`src/design/gnz_pkg.sv`:
```
// Shared types and constants for the 2D gradient noise block.
// No dependencies; used by the front end, queue, back end and top level.
`timescale 1ns / 1ps

package gnz_pkg;

    localparam int COORD_W  = 24;
    localparam int CELL_W   = 5;   // cell index, below the 5-bit scale
    localparam int IN_CELL_W = 4;  // cell_x / cell_y field width
    localparam int FRAC_W   = 17;  // Q0.17 position and weight
    localparam int GRAD_W   = 16;
    localparam int SCALE_W  = 5;
    localparam int OUT_W    = 17;
    localparam int DOT_W    = 35;  // corner dot product, Q.32
    localparam int T_W      = 35;  // v-interpolated value, Q.32
    localparam int X_W      = 54;  // u-interpolated value, Q.49
    localparam int Y_W      = 20;  // x / 2^34, before divide by scale
    localparam int RECIP_K  = 24;
    localparam int RECIP_W  = 25;
    localparam int QUEUE_DEPTH = 4;
    localparam int CFG_IDX_W = 2;
    localparam int CFG_DATA_W = 5;

    localparam logic [CFG_IDX_W-1:0] CFG_SCALE = 2'd0;
    localparam logic [CFG_IDX_W-1:0] CFG_WRAP  = 2'd1;

    localparam logic [SCALE_W-1:0] SCALE_RESET = 5'd2;

    localparam signed [OUT_W-1:0] OUT_MIN = -17'sd65536;
    localparam signed [OUT_W-1:0] OUT_MAX = 17'sd65535;

    // effective configuration seen by the datapath
    typedef struct packed {
        logic [SCALE_W-1:0] scale;   // already clamped to 1..GRID_MAX
        logic               wrap;
    } t_cfg;

    // one classified word in the queue
    typedef struct packed {
        logic                     is_write;
        logic                     wr_ok;     // write cell inside the grid
        logic [CELL_W-1:0]        cx;
        logic [CELL_W-1:0]        cy;
        logic [FRAC_W-1:0]        wx;
        logic [FRAC_W-1:0]        wy;
        logic [IN_CELL_W-1:0]     wcell_x;
        logic [IN_CELL_W-1:0]     wcell_y;
        logic signed [GRAD_W-1:0] gx;
        logic signed [GRAD_W-1:0] gy;
    } t_item;

    // ceil(2^24 / s), used for the divide by scale
    function automatic logic [RECIP_W-1:0] recip(input logic [SCALE_W-1:0] s);
        logic [RECIP_W-1:0] r;
        case (s)
            5'd2:  r = 25'd8388608;
            5'd3:  r = 25'd5592406;
            5'd4:  r = 25'd4194304;
            5'd5:  r = 25'd3355444;
            5'd6:  r = 25'd2796203;
            5'd7:  r = 25'd2396746;
            5'd8:  r = 25'd2097152;
            5'd9:  r = 25'd1864136;
            5'd10: r = 25'd1677722;
            5'd11: r = 25'd1525202;
            5'd12: r = 25'd1398102;
            5'd13: r = 25'd1290556;
            5'd14: r = 25'd1198373;
            5'd15: r = 25'd1118482;
            5'd16: r = 25'd1048576;
            5'd17: r = 25'd986896;
            5'd18: r = 25'd932068;
            5'd19: r = 25'd883012;
            5'd20: r = 25'd838861;
            5'd21: r = 25'd798916;
            5'd22: r = 25'd762601;
            5'd23: r = 25'd729445;
            5'd24: r = 25'd699051;
            5'd25: r = 25'd671089;
            5'd26: r = 25'd645278;
            5'd27: r = 25'd621379;
            5'd28: r = 25'd599187;
            5'd29: r = 25'd578525;
            5'd30: r = 25'd559241;
            5'd31: r = 25'd541201;
            default: r = 25'd16777216;
        endcase
        return r;
    endfunction

endpackage

```
`src/design/gnz_queue.sv`:
```
// Short FIFO that decouples the front end from the evaluation pipeline.
// Depends on gnz_pkg.
`timescale 1ns / 1ps

module gnz_queue (
    input  logic           i_clk,
    input  logic           i_rst_n,
    input  logic           i_push,
    input  gnz_pkg::t_item i_item,
    output logic           o_full,
    input  logic           i_pop,
    output logic           o_empty,
    output gnz_pkg::t_item o_item
);

    localparam int PTR_W = $clog2(gnz_pkg::QUEUE_DEPTH);

    gnz_pkg::t_item   r_mem [gnz_pkg::QUEUE_DEPTH];
    logic [PTR_W-1:0] r_wr, n_wr, r_rd, n_rd;
    logic [PTR_W:0]   r_cnt, n_cnt;
    logic             do_push, do_pop;

    assign o_full  = (r_cnt == (PTR_W+1)'(gnz_pkg::QUEUE_DEPTH));
    assign o_empty = (r_cnt == '0);
    assign o_item  = r_mem[r_rd];
    assign do_push = i_push && !o_full;
    assign do_pop  = i_pop && !o_empty;

    always_comb begin
        n_wr  = do_push ? r_wr + 1'b1 : r_wr;
        n_rd  = do_pop  ? r_rd + 1'b1 : r_rd;
        n_cnt = r_cnt + (PTR_W+1)'(do_push) - (PTR_W+1)'(do_pop);
    end

    // pointers and fill count
    always_ff @(posedge i_clk) begin
        if (!i_rst_n) begin
            r_wr  <= '0;
            r_rd  <= '0;
            r_cnt <= '0;
        end else begin
            r_wr  <= n_wr;
            r_rd  <= n_rd;
            r_cnt <= n_cnt;
        end
    end

    // storage
    always_ff @(posedge i_clk) begin
        if (do_push) begin
            r_mem[r_wr] <= i_item;
        end
    end

endmodule

```
`config.mk`:
```
export PLATFORM = sky130hd
export DESIGN_NAME = gnz_queue
export DESIGN_NICKNAME = d
export VERILOG_FILES = /design/src/design/gnz_pkg.sv /design/src/design/gnz_queue.sv
export SDC_FILE = /design/constraint.sdc
export NUM_CORES = 1
export LEC_CHECK = 0
export BUFFER_PORTS_ARGS = -buffer_cell sky130_fd_sc_hd__buf_2
export CORE_MARGIN = 8
export CORE_UTILIZATION = 53
export DETAILED_ROUTE_END_ITERATION = 12
export GPL_ROUTABILITY_DRIVEN = 0
export PLACE_DENSITY = 0.82
export SYNTH_ARGS = -nofsm -noshare
export SYNTH_HDL_FRONTEND = slang
export SYNTH_SLANG_ARGS = --single-unit
```
`constraint.sdc`:
```
create_clock -name i_clk -period 6.5 [get_ports i_clk]
set_clock_uncertainty 0.05 [all_clocks]
set_input_delay 0.65 -clock i_clk [delete_from_list [all_inputs] [get_ports i_clk]]
set_output_delay 0.65 -clock i_clk [all_outputs]
set_load 0.01 [all_outputs]
```
# After elaboration in Yosys (flattened, before gate mapping)
# Memories as Yosys holds them, arrays and structs flattened. A register that Yosys moved wholly into a read port is not among the register bits.
# Cells that the tools add are included.
[totals]
regBits = 7
latchBits = 0
ram_bits = 344
rom_bits = 0
inputBits = 90
output_inout_bits = 88
wordCells = 18
memories = 1
[memory_table]
columns = ["name", "depth", "word_bits", "rd", "rd_ports_with_merged_regs", "wr", "line", "source"]
rows = [
  ["r_mem", 4, 86, 1, 1, 1, "gnz_queue.sv:18", "gnz_pkg::t_item r_mem [gnz_pkg::QUEUE_DEPTH];"],
]
[op_classes]
add_sub_neg = 4
mul = 0
div_mod_pow = 0
magnitude_cmp = 0
eq_ne = 1
shifts = 0
muxes = 4
n_bitwise = 0
reduce_logical = 5
[ops]
columns = ["operator", "count"]
rows = [
  ["$add A2 B1 Y2 const B", 2],
  ["$mux W2", 2],
  ["$add A3 B1 Y3", 1],
  ["$eq A3 B3 Y1 const B", 1],
  ["$logic_not A3 Y1", 1],
  ["$sub A3 B1 Y3", 1],
  ["$logic_and A1 B1 Y1", 2],
  ["$logic_not A1 Y1", 2],
  ["$mux W1", 2],
]

# Logic depth before layout (Yosys ltp)
[depth]
ltp_word = 5
mapped_depth = 11
ltp_nobuf = 10

# Least setup slack after synthesis
# No wires, ideal clock.
[synth_timing]
path_kind = "input to register"
from = "input i_push"
to = "memory r_mem[0][0] (netlist bit), enable pin"
setup_ns = 0.454
t_arrival_ns = 3.028
required_time_ns = 5.996
path_slack_ns = 2.968
path_stages = 3
path_buffers = 1
cell_sequence = "nor2b_1 -> clkbuf_1 -> and2_1"
[synth_between]
elab_chain_cells = 3
[synth_lines]
columns = ["element", "line", "source"]
rows = [
  ["start, declared", "gnz_queue.sv:8", "input logic i_push,"],
  ["$logic_and A1 B1 Y1", "gnz_queue.sv:26", "assign do_push = i_push && !o_full;"],
  ["$mux W1", "gnz_queue.sv:50", "if (do_push) begin"],
  ["$mux W1 (not written as such)", "gnz_queue.sv:51", "r_mem[r_wr] <= i_item;"],
  ["end, declared", "gnz_queue.sv:18", ""],
]
# No other way between the ends.

==> results.sh <==
export IMPL_outcome="completed"
export IMPL_ys_warn_count=0
export IMPL_worst_slack_ns=2.73
export IMPL_cpPeakStageDelay_ns=0.87
export IMPL_layout_cells_most_common="sky130_fd_sc_hd__edfxtp_1"
export IMPL_vias_in_the_first_global_route=6378
export IMPL_mostFrequentLayoutCells="sky130_fd_sc_hd__edfxtp_1, sky130_fd_sc_hd__buf_2, sky130_fd_sc_hd__mux4_2"
export IMPL_cellPowerDensity_mw_per_mm2=389
export IMPL_r2r_end="r_mem[3][38]"
export IMPL_critPathKind="register to output pin"
export IMPL_worstPathRequired_ns=5.80
export IMPL_synthCells=501
export IMPL_maxSlewHeadroom_pct=16.6
export IMPL_cts_tree="done"
export IMPL_ant_nets=0
export IMPL_drive_above_1_share_pct=44.4
export IMPL_critical_path_endpoint_type="output pin"
export IMPL_synth_seq_area_share_pct=81.4
export IMPL_period_minus_slack_ns=3.77
export IMPL_drt_first_pass_iters=5
export IMPL_buffers_on_ports=177
export IMPL_critical_path_peak_fanout=46
export IMPL_synth_cell_type_count=21
export IMPL_cts_hold_repair_buffers=0
export IMPL_drt_iter0_markers=436
export IMPL_route_vias_total=5805
export IMPL_hold_slack_ns=0.299
export IMPL_cts_htree_levels=2
export IMPL_multi_input_comb_area_mm2=0.00221
export IMPL_final_core_utilization_pct=63.0
export IMPL_post_cts_setup_buffers=0
export IMPL_synth_ff_latch_count=353
export IMPL_floorplan_die_area_mm2=0.0296
export IMPL_global_route_wire_length_before_repair_mm=36.3
export IMPL_grt_start_max_net_pins=87
export IMPL_sequential_cell_area_mm2=0.0105
export IMPL_ir_drop_uv=322
export IMPL_rsz_0062_raised_after_global_routing="false"
export IMPL_area_growth_synth_to_final_pct=17.5
export IMPL_synthesis_area_mm2=0.0129
export IMPL_worst_setup_path_endpoint="o_item[74]"
export IMPL_drv_cap=0
export IMPL_cp_buffers_inverters=2
export IMPL_vias_per_cell=5.53
export IMPL_die_x_um=172
export IMPL_numClockSinks=353
export IMPL_totalNegativeSetupSlack_ns=0
export IMPL_clock_root_buffer="sky130_fd_sc_hd__clkbuf_16"
export IMPL_n_fill_cell=1649
export IMPL_syn_num_nets=598
export IMPL_worstPathArrival_ns=3.07
export IMPL_r2r_start="r_cnt[2]"
export IMPL_final_min_period_over_clock_period_pct=58.0
export IMPL_drc_errors=0
export IMPL_cp_start_kind="register"
export IMPL_antenna_cells_inserted=0
export IMPL_layout_nets=796
export IMPL_cts_repair_resized=0
export IMPL_floorplan_io_pins=178
export IMPL_dp_final_hpwl_mm=14.5
export IMPL_register_to_register_setup_slack_ns=3.75
export IMPL_synth_area_per_cell_um2=25.8
export IMPL_finalHoldViolCount=0
export IMPL_site_row_count=57
export IMPL_cells_traversed_along_the_worst_timing_path="buf_4 -> mux4_2 -> buf_2"
export IMPL_slew_violations=0
export IMPL_timing_critical_path_slowest_stage_cell="sky130_fd_sc_hd__dfxtp_4"
export IMPL_clk_latency_ns=0.49
export IMPL_initial_core_util_pct=53.6
export IMPL_grt_ovfl_total=0
export IMPL_floorplan_die_height_um=172
export IMPL_r2r_cells=4
export IMPL_crit_family="buffers and inverters"
export IMPL_core_area_mm2=0.0241
export IMPL_cts_max_path_buffers=3
export IMPL_fmax_mhz=265
export IMPL_crit_cells=3
export IMPL_preCtsSetupSlack_ns=3.12
export IMPL_grt_overall_usage_pct=16.2
export IMPL_number_of_antenna_violations_at_the_first_check_in_global_routing=2
export IMPL_wirelength_mm=23.9
export IMPL_cellLeakagePower_uw=0.00508
export IMPL_path_clk_slew_ns=0.06
export IMPL_tritoncts_num_buffers=35
export IMPL_worst_slew_pin_transition_ns=1.25
export IMPL_worst_hold_path_type="input port to register"
export IMPL_setup_violations_final=0
export IMPL_avgRoutedWirePerCell_um=22.8
Yosys cell counts:
master,n,area (um^2)
sky130_fd_sc_hd__a21boi_0,1,7.51
sky130_fd_sc_hd__edfxtp_1,344,10300
sky130_fd_sc_hd__inv_1,6,22.5
sky130_fd_sc_hd__buf_2,11,55.1
sky130_fd_sc_hd__fa_1,1,20.0
sky130_fd_sc_hd__dfxtp_1,9,180
sky130_fd_sc_hd__buf_12,5,100
sky130_fd_sc_hd__o21ai_0,3,15.0
sky130_fd_sc_hd__xnor2_1,2,17.5
sky130_fd_sc_hd__nor3b_1,1,7.51
sky130_fd_sc_hd__nand2_1,6,22.5
sky130_fd_sc_hd__or3_1,1,6.26
sky130_fd_sc_hd__nor3_1,1,5.00
sky130_fd_sc_hd__mux4_2,86,1940
sky130_fd_sc_hd__nor2b_1,2,12.5
sky130_fd_sc_hd__buf_6,1,11.3
sky130_fd_sc_hd__and2_1,7,43.8
sky130_fd_sc_hd__ha_1,6,75.1
sky130_fd_sc_hd__or4bb_1,1,11.3
sky130_fd_sc_hd__clkbuf_1,5,18.8
sky130_fd_sc_hd__mux2i_1,2,20.0
registers in the layout (all words and copies together), names as in the netlist, named ones only:
signal / flops
r_cnt: 3
r_mem: 344
r_rd: 2
r_wr: 2
per-stage QoR:
step           instance area, um^2  instances  total power (uW)
2_1_floorplan                12900        501              3680
3_3_place_gp                 14100        986              4030
3_5_place_dp                 14100        986              4090
4_1_cts                      15200       1050              5990
5_1_grt                      15200       1050              6150
6_report                     15200       1050              5900
how the worst min path moves through the flow:
stage                           from      endpoint  slack (ns)  depth (start not counted)
final                     i_item[19]  r_mem[1][19]        0.30                          1
after global routing      i_item[64]  r_mem[3][64]        0.28                          1
after CTS                 i_item[19]  r_mem[3][19]        0.27                          1
after detailed placement     r_wr[1]       r_wr[1]        0.45                          2
after global placement       r_rd[0]      register        0.42                          2
after floorplan              r_rd[0]      register        0.41                          2
layout make-up:
| type | instances | share of cell area (%) |
|---|---|---|
| Inverter | 6 | 0.148 |
| Sequential cell | 353 | 69.3 |
| Clock buffer | 46 | 6.25 |
| Tap cell | 324 | 2.67 |
| Timing Repair Buffer | 183 | 6.13 |
| Multi-Input combinational cell | 120 | 14.6 |
| Clock inverter | 18 | 0.956 |
logic make-up after synthesis:
| group | after synthesis | share of synthesized area, % |
|---|---|---|
| XOR/XNOR | 2 | 0.136 |
| AO/OA/AOI/OAI | 4 | 0.174 |
| multiplexers | 88 | 15.1 |
| buffers and inverters | 28 | 1.61 |
| flip-flops | 353 | 81.4 |
| AND/OR/NAND/NOR | 19 | 0.843 |
| adder cells (fa/ha/maj) | 7 | 0.736 |
metal layers:
metal / wire (um) / global-route usage, % / up-vias
met5: 27 / 0 / -
met4: 320 / 3.94 / 4
met3: 1980 / 4.50 / 35
met2: 12100 / 27.5 / 215
met1: 9470 / 20.7 / 3017
li1: - / - / 2534
report_power, final:
| group | total (uW) | leakage [uW] | switching [uW] | internal, uW |
|---|---|---|---|---|
| clock | 1900 | 0.000537 | 784 | 1110 |
| sequential | 2870 | 0.00323 | 110 | 2760 |
| combinational | 1130 | 0.00132 | 585 | 548 |
No activity file was read; power rests on OpenSTA's default activity.
