File: config.mk
export PLATFORM = sky130hd
export DESIGN_NAME = gnz_front
export DESIGN_NICKNAME = d
export VERILOG_FILES = /design/src/design/gnz_pkg.sv /design/src/design/gnz_front.sv
export SDC_FILE = /design/constraint.sdc
export NUM_CORES = 1
export LEC_CHECK = 0
export BUFFER_PORTS_ARGS = -buffer_cell sky130_fd_sc_hd__buf_2
export CAP_MARGIN = 20
export CORE_MARGIN = 2
export CORE_UTILIZATION = 40
export DETAILED_ROUTE_END_ITERATION = 10
export PLACE_DENSITY = 0.7
export SYNTH_ARGS = -nofsm -noshare
export SYNTH_HDL_FRONTEND = slang
export SYNTH_SLANG_ARGS = --single-unit
File: constraint.sdc
create_clock -name vclk -period 6.1
set_input_delay 0.305 -clock vclk [all_inputs]
set_output_delay 0.305 -clock vclk [all_outputs]
set_load 0.01 [all_outputs]
File: src/design/gnz_pkg.sv
// Shared types and constants for the 2D gradient noise block.
// No dependencies; used by the front end, queue, back end and top level.
`timescale 1ns / 1ps

package gnz_pkg;

    localparam int COORD_W  = 24;
    localparam int CELL_W   = 5;   // cell index, below the 5-bit scale
    localparam int IN_CELL_W = 4;  // cell_x / cell_y field width
    localparam int FRAC_W   = 17;  // Q0.17 position and weight
    localparam int GRAD_W   = 16;
    localparam int SCALE_W  = 5;
    localparam int OUT_W    = 17;
    localparam int DOT_W    = 35;  // corner dot product, Q.32
    localparam int T_W      = 35;  // v-interpolated value, Q.32
    localparam int X_W      = 54;  // u-interpolated value, Q.49
    localparam int Y_W      = 20;  // x / 2^34, before divide by scale
    localparam int RECIP_K  = 24;
    localparam int RECIP_W  = 25;
    localparam int QUEUE_DEPTH = 4;
    localparam int CFG_IDX_W = 2;
    localparam int CFG_DATA_W = 5;

    localparam logic [CFG_IDX_W-1:0] CFG_SCALE = 2'd0;
    localparam logic [CFG_IDX_W-1:0] CFG_WRAP  = 2'd1;

    localparam logic [SCALE_W-1:0] SCALE_RESET = 5'd2;

    localparam signed [OUT_W-1:0] OUT_MIN = -17'sd65536;
    localparam signed [OUT_W-1:0] OUT_MAX = 17'sd65535;

    // effective configuration seen by the datapath
    typedef struct packed {
        logic [SCALE_W-1:0] scale;   // already clamped to 1..GRID_MAX
        logic               wrap;
    } t_cfg;

    // one classified word in the queue
    typedef struct packed {
        logic                     is_write;
        logic                     wr_ok;     // write cell inside the grid
        logic [CELL_W-1:0]        cx;
        logic [CELL_W-1:0]        cy;
        logic [FRAC_W-1:0]        wx;
        logic [FRAC_W-1:0]        wy;
        logic [IN_CELL_W-1:0]     wcell_x;
        logic [IN_CELL_W-1:0]     wcell_y;
        logic signed [GRAD_W-1:0] gx;
        logic signed [GRAD_W-1:0] gy;
    } t_item;

    // ceil(2^24 / s), used for the divide by scale
    function automatic logic [RECIP_W-1:0] recip(input logic [SCALE_W-1:0] s);
        logic [RECIP_W-1:0] r;
        case (s)
            5'd2:  r = 25'd8388608;
            5'd3:  r = 25'd5592406;
            5'd4:  r = 25'd4194304;
            5'd5:  r = 25'd3355444;
            5'd6:  r = 25'd2796203;
            5'd7:  r = 25'd2396746;
            5'd8:  r = 25'd2097152;
            5'd9:  r = 25'd1864136;
            5'd10: r = 25'd1677722;
            5'd11: r = 25'd1525202;
            5'd12: r = 25'd1398102;
            5'd13: r = 25'd1290556;
            5'd14: r = 25'd1198373;
            5'd15: r = 25'd1118482;
            5'd16: r = 25'd1048576;
            5'd17: r = 25'd986896;
            5'd18: r = 25'd932068;
            5'd19: r = 25'd883012;
            5'd20: r = 25'd838861;
            5'd21: r = 25'd798916;
            5'd22: r = 25'd762601;
            5'd23: r = 25'd729445;
            5'd24: r = 25'd699051;
            5'd25: r = 25'd671089;
            5'd26: r = 25'd645278;
            5'd27: r = 25'd621379;
            5'd28: r = 25'd599187;
            5'd29: r = 25'd578525;
            5'd30: r = 25'd559241;
            5'd31: r = 25'd541201;
            default: r = 25'd16777216;
        endcase
        return r;
    endfunction

endpackage

File: src/design/gnz_front.sv
// Front end: maps an input word to cell index and weights, or a table write.
// Depends on gnz_pkg.
`timescale 1ns / 1ps

module gnz_front #(
    parameter int GRID_MAX = 16
) (
    input  logic                              i_command,
    input  logic signed [gnz_pkg::COORD_W-1:0] i_coord_u,
    input  logic signed [gnz_pkg::COORD_W-1:0] i_coord_v,
    input  logic [gnz_pkg::IN_CELL_W-1:0]     i_cell_x,
    input  logic [gnz_pkg::IN_CELL_W-1:0]     i_cell_y,
    input  logic signed [gnz_pkg::GRAD_W-1:0] i_grad_x,
    input  logic signed [gnz_pkg::GRAD_W-1:0] i_grad_y,
    input  gnz_pkg::t_cfg                     i_cfg,
    output gnz_pkg::t_item                    o_item
);

    localparam int SU_W = gnz_pkg::FRAC_W + gnz_pkg::SCALE_W;

    // fraction with the sign of the coordinate, shifted into 0..1
    function automatic logic [gnz_pkg::FRAC_W-1:0] to_unit(
        input logic signed [gnz_pkg::COORD_W-1:0] c
    );
        logic [gnz_pkg::COORD_W:0] mag;
        logic [15:0]               frac;
        logic [gnz_pkg::FRAC_W:0]  p;
        mag  = c[gnz_pkg::COORD_W-1] ? (~{c[gnz_pkg::COORD_W-1], c} + 1'b1)
                                     : {c[gnz_pkg::COORD_W-1], c};
        frac = mag[15:0];
        p    = c[gnz_pkg::COORD_W-1] ? (18'd65536 - {2'b0, frac})
                                     : (18'd65536 + {2'b0, frac});
        return p[gnz_pkg::FRAC_W-1:0];
    endfunction

    logic [gnz_pkg::FRAC_W-1:0] pu, pv;
    logic [SU_W-1:0]            su, sv;

    always_comb begin
        pu = to_unit(i_coord_u);
        pv = to_unit(i_coord_v);
        su = pu * i_cfg.scale;
        sv = pv * i_cfg.scale;

        o_item.is_write = i_command;
        o_item.wr_ok    = (int'(i_cell_x) < GRID_MAX) && (int'(i_cell_y) < GRID_MAX);
        o_item.cx       = su[SU_W-1:gnz_pkg::FRAC_W];
        o_item.cy       = sv[SU_W-1:gnz_pkg::FRAC_W];
        o_item.wx       = su[gnz_pkg::FRAC_W-1:0];
        o_item.wy       = sv[gnz_pkg::FRAC_W-1:0];
        o_item.wcell_x  = i_cell_x;
        o_item.wcell_y  = i_cell_y;
        o_item.gx       = i_grad_x;
        o_item.gy       = i_grad_y;
    end

endmodule

=== Word-level counts from Yosys, hierarchy flattened ===
Cells that the tools add are included.
Widths: inputs -> output; s select.

* Output and inout bits: 86
* Register bits after elaboration: 0

* $mul: 2
* Add/sub/neg operators: 6
* Mux-type cells: 4
* Bitwise logic cells: 2

{| class="wikitable"
|+ Operators by type and width
! kind !! count
|-
| $mul 17x5->22 || 2
|-
| $add 17x16->17 const A || 2
|-
| $mux 17 || 2
|-
| $sub 17x16->17 const A || 2
|-
| $add 16x1->16 const B || 2
|-
| $mux 16 || 2
|-
| $not 16->16 || 2
|}

=== Depth between registers and ports, before layout ===
Gate-level depths: netlist of the first run.

* Depth in word-level cells: 6
* Depth in mapped cells: 25
* Gate-level depth less buffers: 22

=== Least setup slack after synthesis of the first run ===
No wires, ideal clock.

* Kind: input to output
* Start point: input port i_coord_v[0] (netlist bit)
* End point: output port o_item[78] (netlist bit)
* Data arrival time: 6289 ps
* Path buffers: 2
* Data required time: 5795 ps
* Stages on the path: 24
* Setup slack: -494 ps
* Cells stage by stage: clkbuf_1 > inv_1 > ha_1 > or4b_1 > buf_2 > a2111oi_4 > o21ai_2 > a211oi_1 > xor2_1 > and2_1 > o21ai_0 > fa_1 > fa_1 > inv_1 > fa_1 > inv_1 > ha_1 > a21o_1 > a21o_1 > o21a_1 > a21oi_1 > or4b_2 > a32oi_1 > xnor2_1

{| class="wikitable"
|+ RTL lines
! what !! line !! source
|-
| start, declared || gnz_front.sv:10 || <nowiki>input logic signed [gnz_pkg::COORD_W-1:0] i_coord_v,</nowiki>
|-
| end, declared || gnz_front.sv:16 || <nowiki>output gnz_pkg::t_item o_item</nowiki>
|}

==> metrics.yaml, run 1 <==
outcome: "finished clean"
die-area_um2: 20070
netlist.area_leader.share_pct: 23.77
fp.dieH_um: 141.7
portBuffers: 83
synth_common_cells: "130 x inv_1, 90 x and2_1, 90 x fa_1, 79 x nand2_1, 64 x ha_1"
path_max_fanout: 5
finalSetupTns_ns: 0
grt_pass1_vias: 7045
crit_required_ns: 5.79
drt_iter0_markers: 269
grt_max_degree: 36
die_w_um: 141.7
hold_path_end: "o_item[10]"
ys_seq_area_share_pct: 0
drv_slew: 0
cp-end-kind: "output pin"
grt_use_total_pct: 18.08
synth.distinct_cells: 64
crit_type: "primary input to output pin"
powerDensity_nw_per_um2: 294.1
post-route-period-util_pct: 99.26
crit_path_max_incr_delay_ns: 0.51
rsz0062_at_grt: "true"
yosysMostFrequentCell: "inv_1"
ff_latch_area_um2: 0
layout.nets: 1389
antenna_left: 0
multi_input_area_um2: 7311
fin_crit_ns: 6.055
setup_viol: 0
mappedNetlistArea_um2: 7580
vias: 7061
viasPerCell: 5.143
relSlewSlack_pct: 60.14
core_area_um2: 18640
drv_cap: 0
syn_inst: 996
wl_mm: 18.51
synth_area_leader_cell: "fa_1"
io_pins: 181
peakVddDrop_mv: 0.2211
hpwlAfterDp_mm: 14.83
post_drt_wl_per_cell_um: 13.48
gp_congestion: 0.8863
max_freq_mhz: 165.2
worstPathArrival_ns: 5.75
grt_pass1_wl_mm: 31.42
p_leak_nw: 4.575
clockBufferCount: 0
initial_utilization_pct: 40.66
area_delta_synth_final_pct: 27.91
finalInstanceArea_um2: 9696
grt_overflow_total: 0
nFillCells: 1734
antenna_found_initial: 1
hold_violations: 0
startpoint_type: "primary input"
layout-drive-gt1-share_pct: 32.43
rows: 50
dr.pass1.iters: 7
slowest_stage: "fa_1"
hold-path-cell-count: 0
place_area_um2: 8835
yosysWarnings: 0
min_from: "i_grad_y[10]"
worst_slew_pin_slew_ns: 0.5979
min_path_type: "primary input to output pin"
synth_nets: 1245
syn_avg_cell_area_um2: 7.610
drc: 0
synthTopCellsByArea: "fa_1 24%, ha_1 11%, and2_1 7.4%"
seq_cell_count: 0
-- cell families after synthesis --
kind of cell | synth area share (%)
adders and majority gates | 34.33
xor gates and xnor gates | 11.32
and+or+nand+nor | 25.17
buffers and inverters | 13.22
other | 0.04947
AOI/OAI and AO/OA | 15.37
muxes | 0.5282
-- worst max-delay path, delay by kind of cell --
family | cells | cell delay (ns)
adders and majority gates | 5 | 1.91
and+or+nand+nor | 5 | 1.29
AOI/OAI and AO/OA | 5 | 1.11
buffers and inverters | 8 | 0.92
xor gates and xnor gates | 1 | 0.14
muxes | 1 | 0.07
-- where the power goes --
| part | internal (W) | switching, W | leakage (nW) |
|---|---|---|---|
| clock network | 0.0000000000219 | 0 | 0.00000634 |
| logic | 0.00140 | 0.00145 | 4.57 |
| registers | 0 | 0 | 0 |
-- cells in the final DEF, fill, tap and decap left out, drive strengths merged, types with 4 or more instances in the layout --
master   instances
nand3           19
nor3            20
or2              4
o21a             9
nor2b           36
nand2b          11
a21o            20
inv            130
fa              90
a21boi           6
a2111oi          4
a31oi            7
o21ai           29
and2            90
mux2i            4
xor2            38
buf            234
nor2            35
nand4            7
xnor2           60
nand4b           4
nand2           79
o211ai           8
a21oi           47
a211oi           5
ha              64
a211o            4
or3             10
nor4            14
-- per-layer routing --
layer	up-vias	wire, um	track usage (%)	share of wire [%]
met5	-	0	0	0
met4	0	200	1.579	1.1
met3	16	634	1.114	3.4
met2	122	9112	32.86	49
met1	3420	8563	24.63	46
li1	3503	-	-	-
-- what timing repair did --
action / in CTS / in global routing
endpoints found under the setup margin: 11 / 15
setup buffers: 7 / 16
gates cloned: 0 / 0
hold buffers: 0 / 0
resized for setup: 55 / 90
pin swaps: 36 / 98
-- cell type report --
type               instances  share of cell area [%]
inverters                130                   5.085
repair buffers           234                   16.47
well taps                234                   3.020
multi-input cells        774                   75.40
diodes                     1                 0.02581
-- stage by stage --
step	worst slack [ns]	instances	hold WS (ns)	total power (W)	util, %
2_1_floorplan	0.007327	996	0.7018	0.001703	-
3_3_place_gp	-0.1991	1350	0.6101	0.002522	47.39
3_5_place_dp	-0.2641	1350	0.6101	0.002555	47.39
4_1_cts	-0.04917	1357	0.6101	0.002648	49.28
5_1_grt	-0.2029	1372	0.6100	0.003184	51.99
6_report	0.04510	1373	0.6100	0.002851	52.01
-- worst max path at each step --
| stage | from | end | slack [ns] |
|---|---|---|---|
| 2_1_floorplan | i_coord_u[2] | o_item[82] | 0.007 |
| 3_3_place_gp | i_coord_v[1] | o_item[78] | -0.20 |
| 3_5_place_dp | i_coord_u[0] | o_item[82] | -0.26 |
| 4_1_cts | i_coord_v[1] | o_item[78] | -0.05 |
| 5_1_grt | i_coord_v[0] | o_item[78] | -0.20 |
| 6_report | i_coord_v[0] | o_item[78] | 0.05 |
Power figures use the tool's default switching activity.
==> run 2, diff against run 1 <==
Settings changed: CORE_ASPECT_RATIO set to 1.75, MAX_ROUTING_LAYER set to met4, PLACE_DENSITY 0.7 to 0.67.
Clock period 6.1 ns to 5.7 ns, I/O delays scaled along.
==> metrics.yaml, run 2 (synthesized netlist as in run 1, its figures left out) <==
outcome: "finished, violations left"
violations: "setup timing"
worst_slew_pin_slew_ns: 0.6367
layout_common_cells: "222 x buf_4, 110 x inv_1, 88 x fa_1, 79 x and2_1, 78 x buf_2"
worstPathArrival_ns: 5.78
p_sw_share_pct: 49.48
setup_viol: 13
finalInstanceArea_um2: 10600
fp.dieH_um: 186.1
fin_total_pwr_w: 0.003554
dr.pass1.iters: 4
clockBufferCount: 0
rows: 66
gp_congestion: 0.9352
antenna_found_initial: 1
wl_mm: 21.88
drv_slew: 0
post-route-period-util_pct: 106.3
final_common_cell: "buf_4"
fin_util_pct: 57.04
rsz0062_at_grt: "true"
layout.nets: 1473
grt_max_degree: 36
p_leak_nw: 5.107
die-area_um2: 20110
dp_cells: 1419
grt_use_total_pct: 22.46
grt_overflow_total: 0
p_int_w: 0.001796
hold_violations: 0
combinationalPowerShare_pct: 100.0
relSlewSlack_pct: 57.55
fin_ws_ns: -0.3609
p_switching_w: 0.001759
fin_crit_ns: 6.061
layout-drive-gt1-share_pct: 39.53
grt_pass1_wl_mm: 36.23
seq_cell_count: 0
wl_met1_mm: 7.031
vias: 7596
layout.cells.non_filler: 1461
drc: 0
powerDensity_nw_per_um2: 335.3
drv_cap: 0
seqPwrFrac_pct: 0
max_freq_mhz: 165.0
cp-end-kind: "output pin"
drt_iter0_markers: 170
peakVddDrop_mv: 0.4908
crit_required_ns: 5.41
post_drt_wl_per_cell_um: 14.98
die_w_um: 108.1
path_max_fanout: 5
grt_pass1_vias: 8190
place_ws_ns: -0.4963
wl_met2_mm: 13.54
ff_latch_area_um2: 0
met3_length_um: 495
min_path_type: "primary input to output pin"
io_pins: 181
area_delta_synth_final_pct: 39.83
core_area_um2: 18580
startpoint_type: "primary input"
viasPerCell: 5.199
antenna_left: 0
top_layer_used: "met4"
hpwlAfterDp_mm: 17.72
crit_type: "primary input to output pin"
initial_utilization_pct: 40.79
place_area_um2: 9557
clkPwrFrac_pct: 0
portBuffers: 83
[run 2: cell count changes in the layout (fill, tap and decap cells not counted), moves of 5 or more]
cell and change:
a21oi_1 -5, a21oi_2 +6, buf_4 +77, o21ai_0 -10, o21ai_1 +5, xnor2_1 -10, xnor2_2 +8
[run 2: power groups by stage]
stage               Sequential [W]         Clock, W  Combinational [W]
finish                           0  0.0000000000235            0.00355
global placement                 0                0            0.00309
CTS                              0                0            0.00334
detailed placement               0                0            0.00312
global route                     0  0.0000000000234            0.00394
floorplan                        0                0            0.00190
[run 2: per-stage QoR]
| stage | hold slack [ns] | TNS [ns] |
|---|---|---|
| after floorplan | 0.6618 | -0.04171 |
| after global placement | 0.5701 | -3.861 |
| after detailed placement | 0.5701 | -4.690 |
| after CTS | 0.5701 | -2.629 |
| after global routing | 0.5700 | -5.960 |
| final | 0.5700 | -2.356 |
[run 2: cell type report]
cell class	instances	area, um^2
Tap cell	238	297.8
Antenna cell	1	2.502
Multi-Input combinational cell	774	7503
Timing Repair Buffer	318	2292
Fill cell	1665	7981
Inverter	130	503.0
[run 2: critical path, stage by stage]
cell and delay, ns:
buf_8 0.11, clkinv_8 0.04, ha_4 0.13, or4b_4 0.52, a2111oi_4 0.23, o21ai_2 0.13, buf_4 0.15, a211oi_4 0.32
mux2i_2 0.36, a2111oi_4 0.07, buf_4 0.17, nor2b_1 0.17, fa_1 0.44, fa_1 0.53, inv_2 0.04, fa_1 0.51
inv_2 0.05, ha_4 0.26, o21a_1 0.15, a21oi_2 0.08, or4b_4 0.55, a32oi_2 0.23, xnor2_1 0.13, buf_2 0.14
[run 2: metal layers]
metal	global-route usage, %	up-vias
met5	-	-
met2	48.45	135
li1	-	3678
met3	0.9454	59
met4	7.897	0
met1	19.53	3724
[run 2: final timing paths]
check,to,cells after the start,from
min,o_item[10],0,i_grad_y[10]
max,o_item[78],24,i_coord_v[0]
[run 2: timing repair]
item                                    4_1_cts  5_1_grt
setup buffers                                21       25
resized for setup                            81       88
endpoints found under the setup margin       19       24
hold buffers                                  0        0
pin swaps                                    83       88
endpoints found under the hold margin         0        0
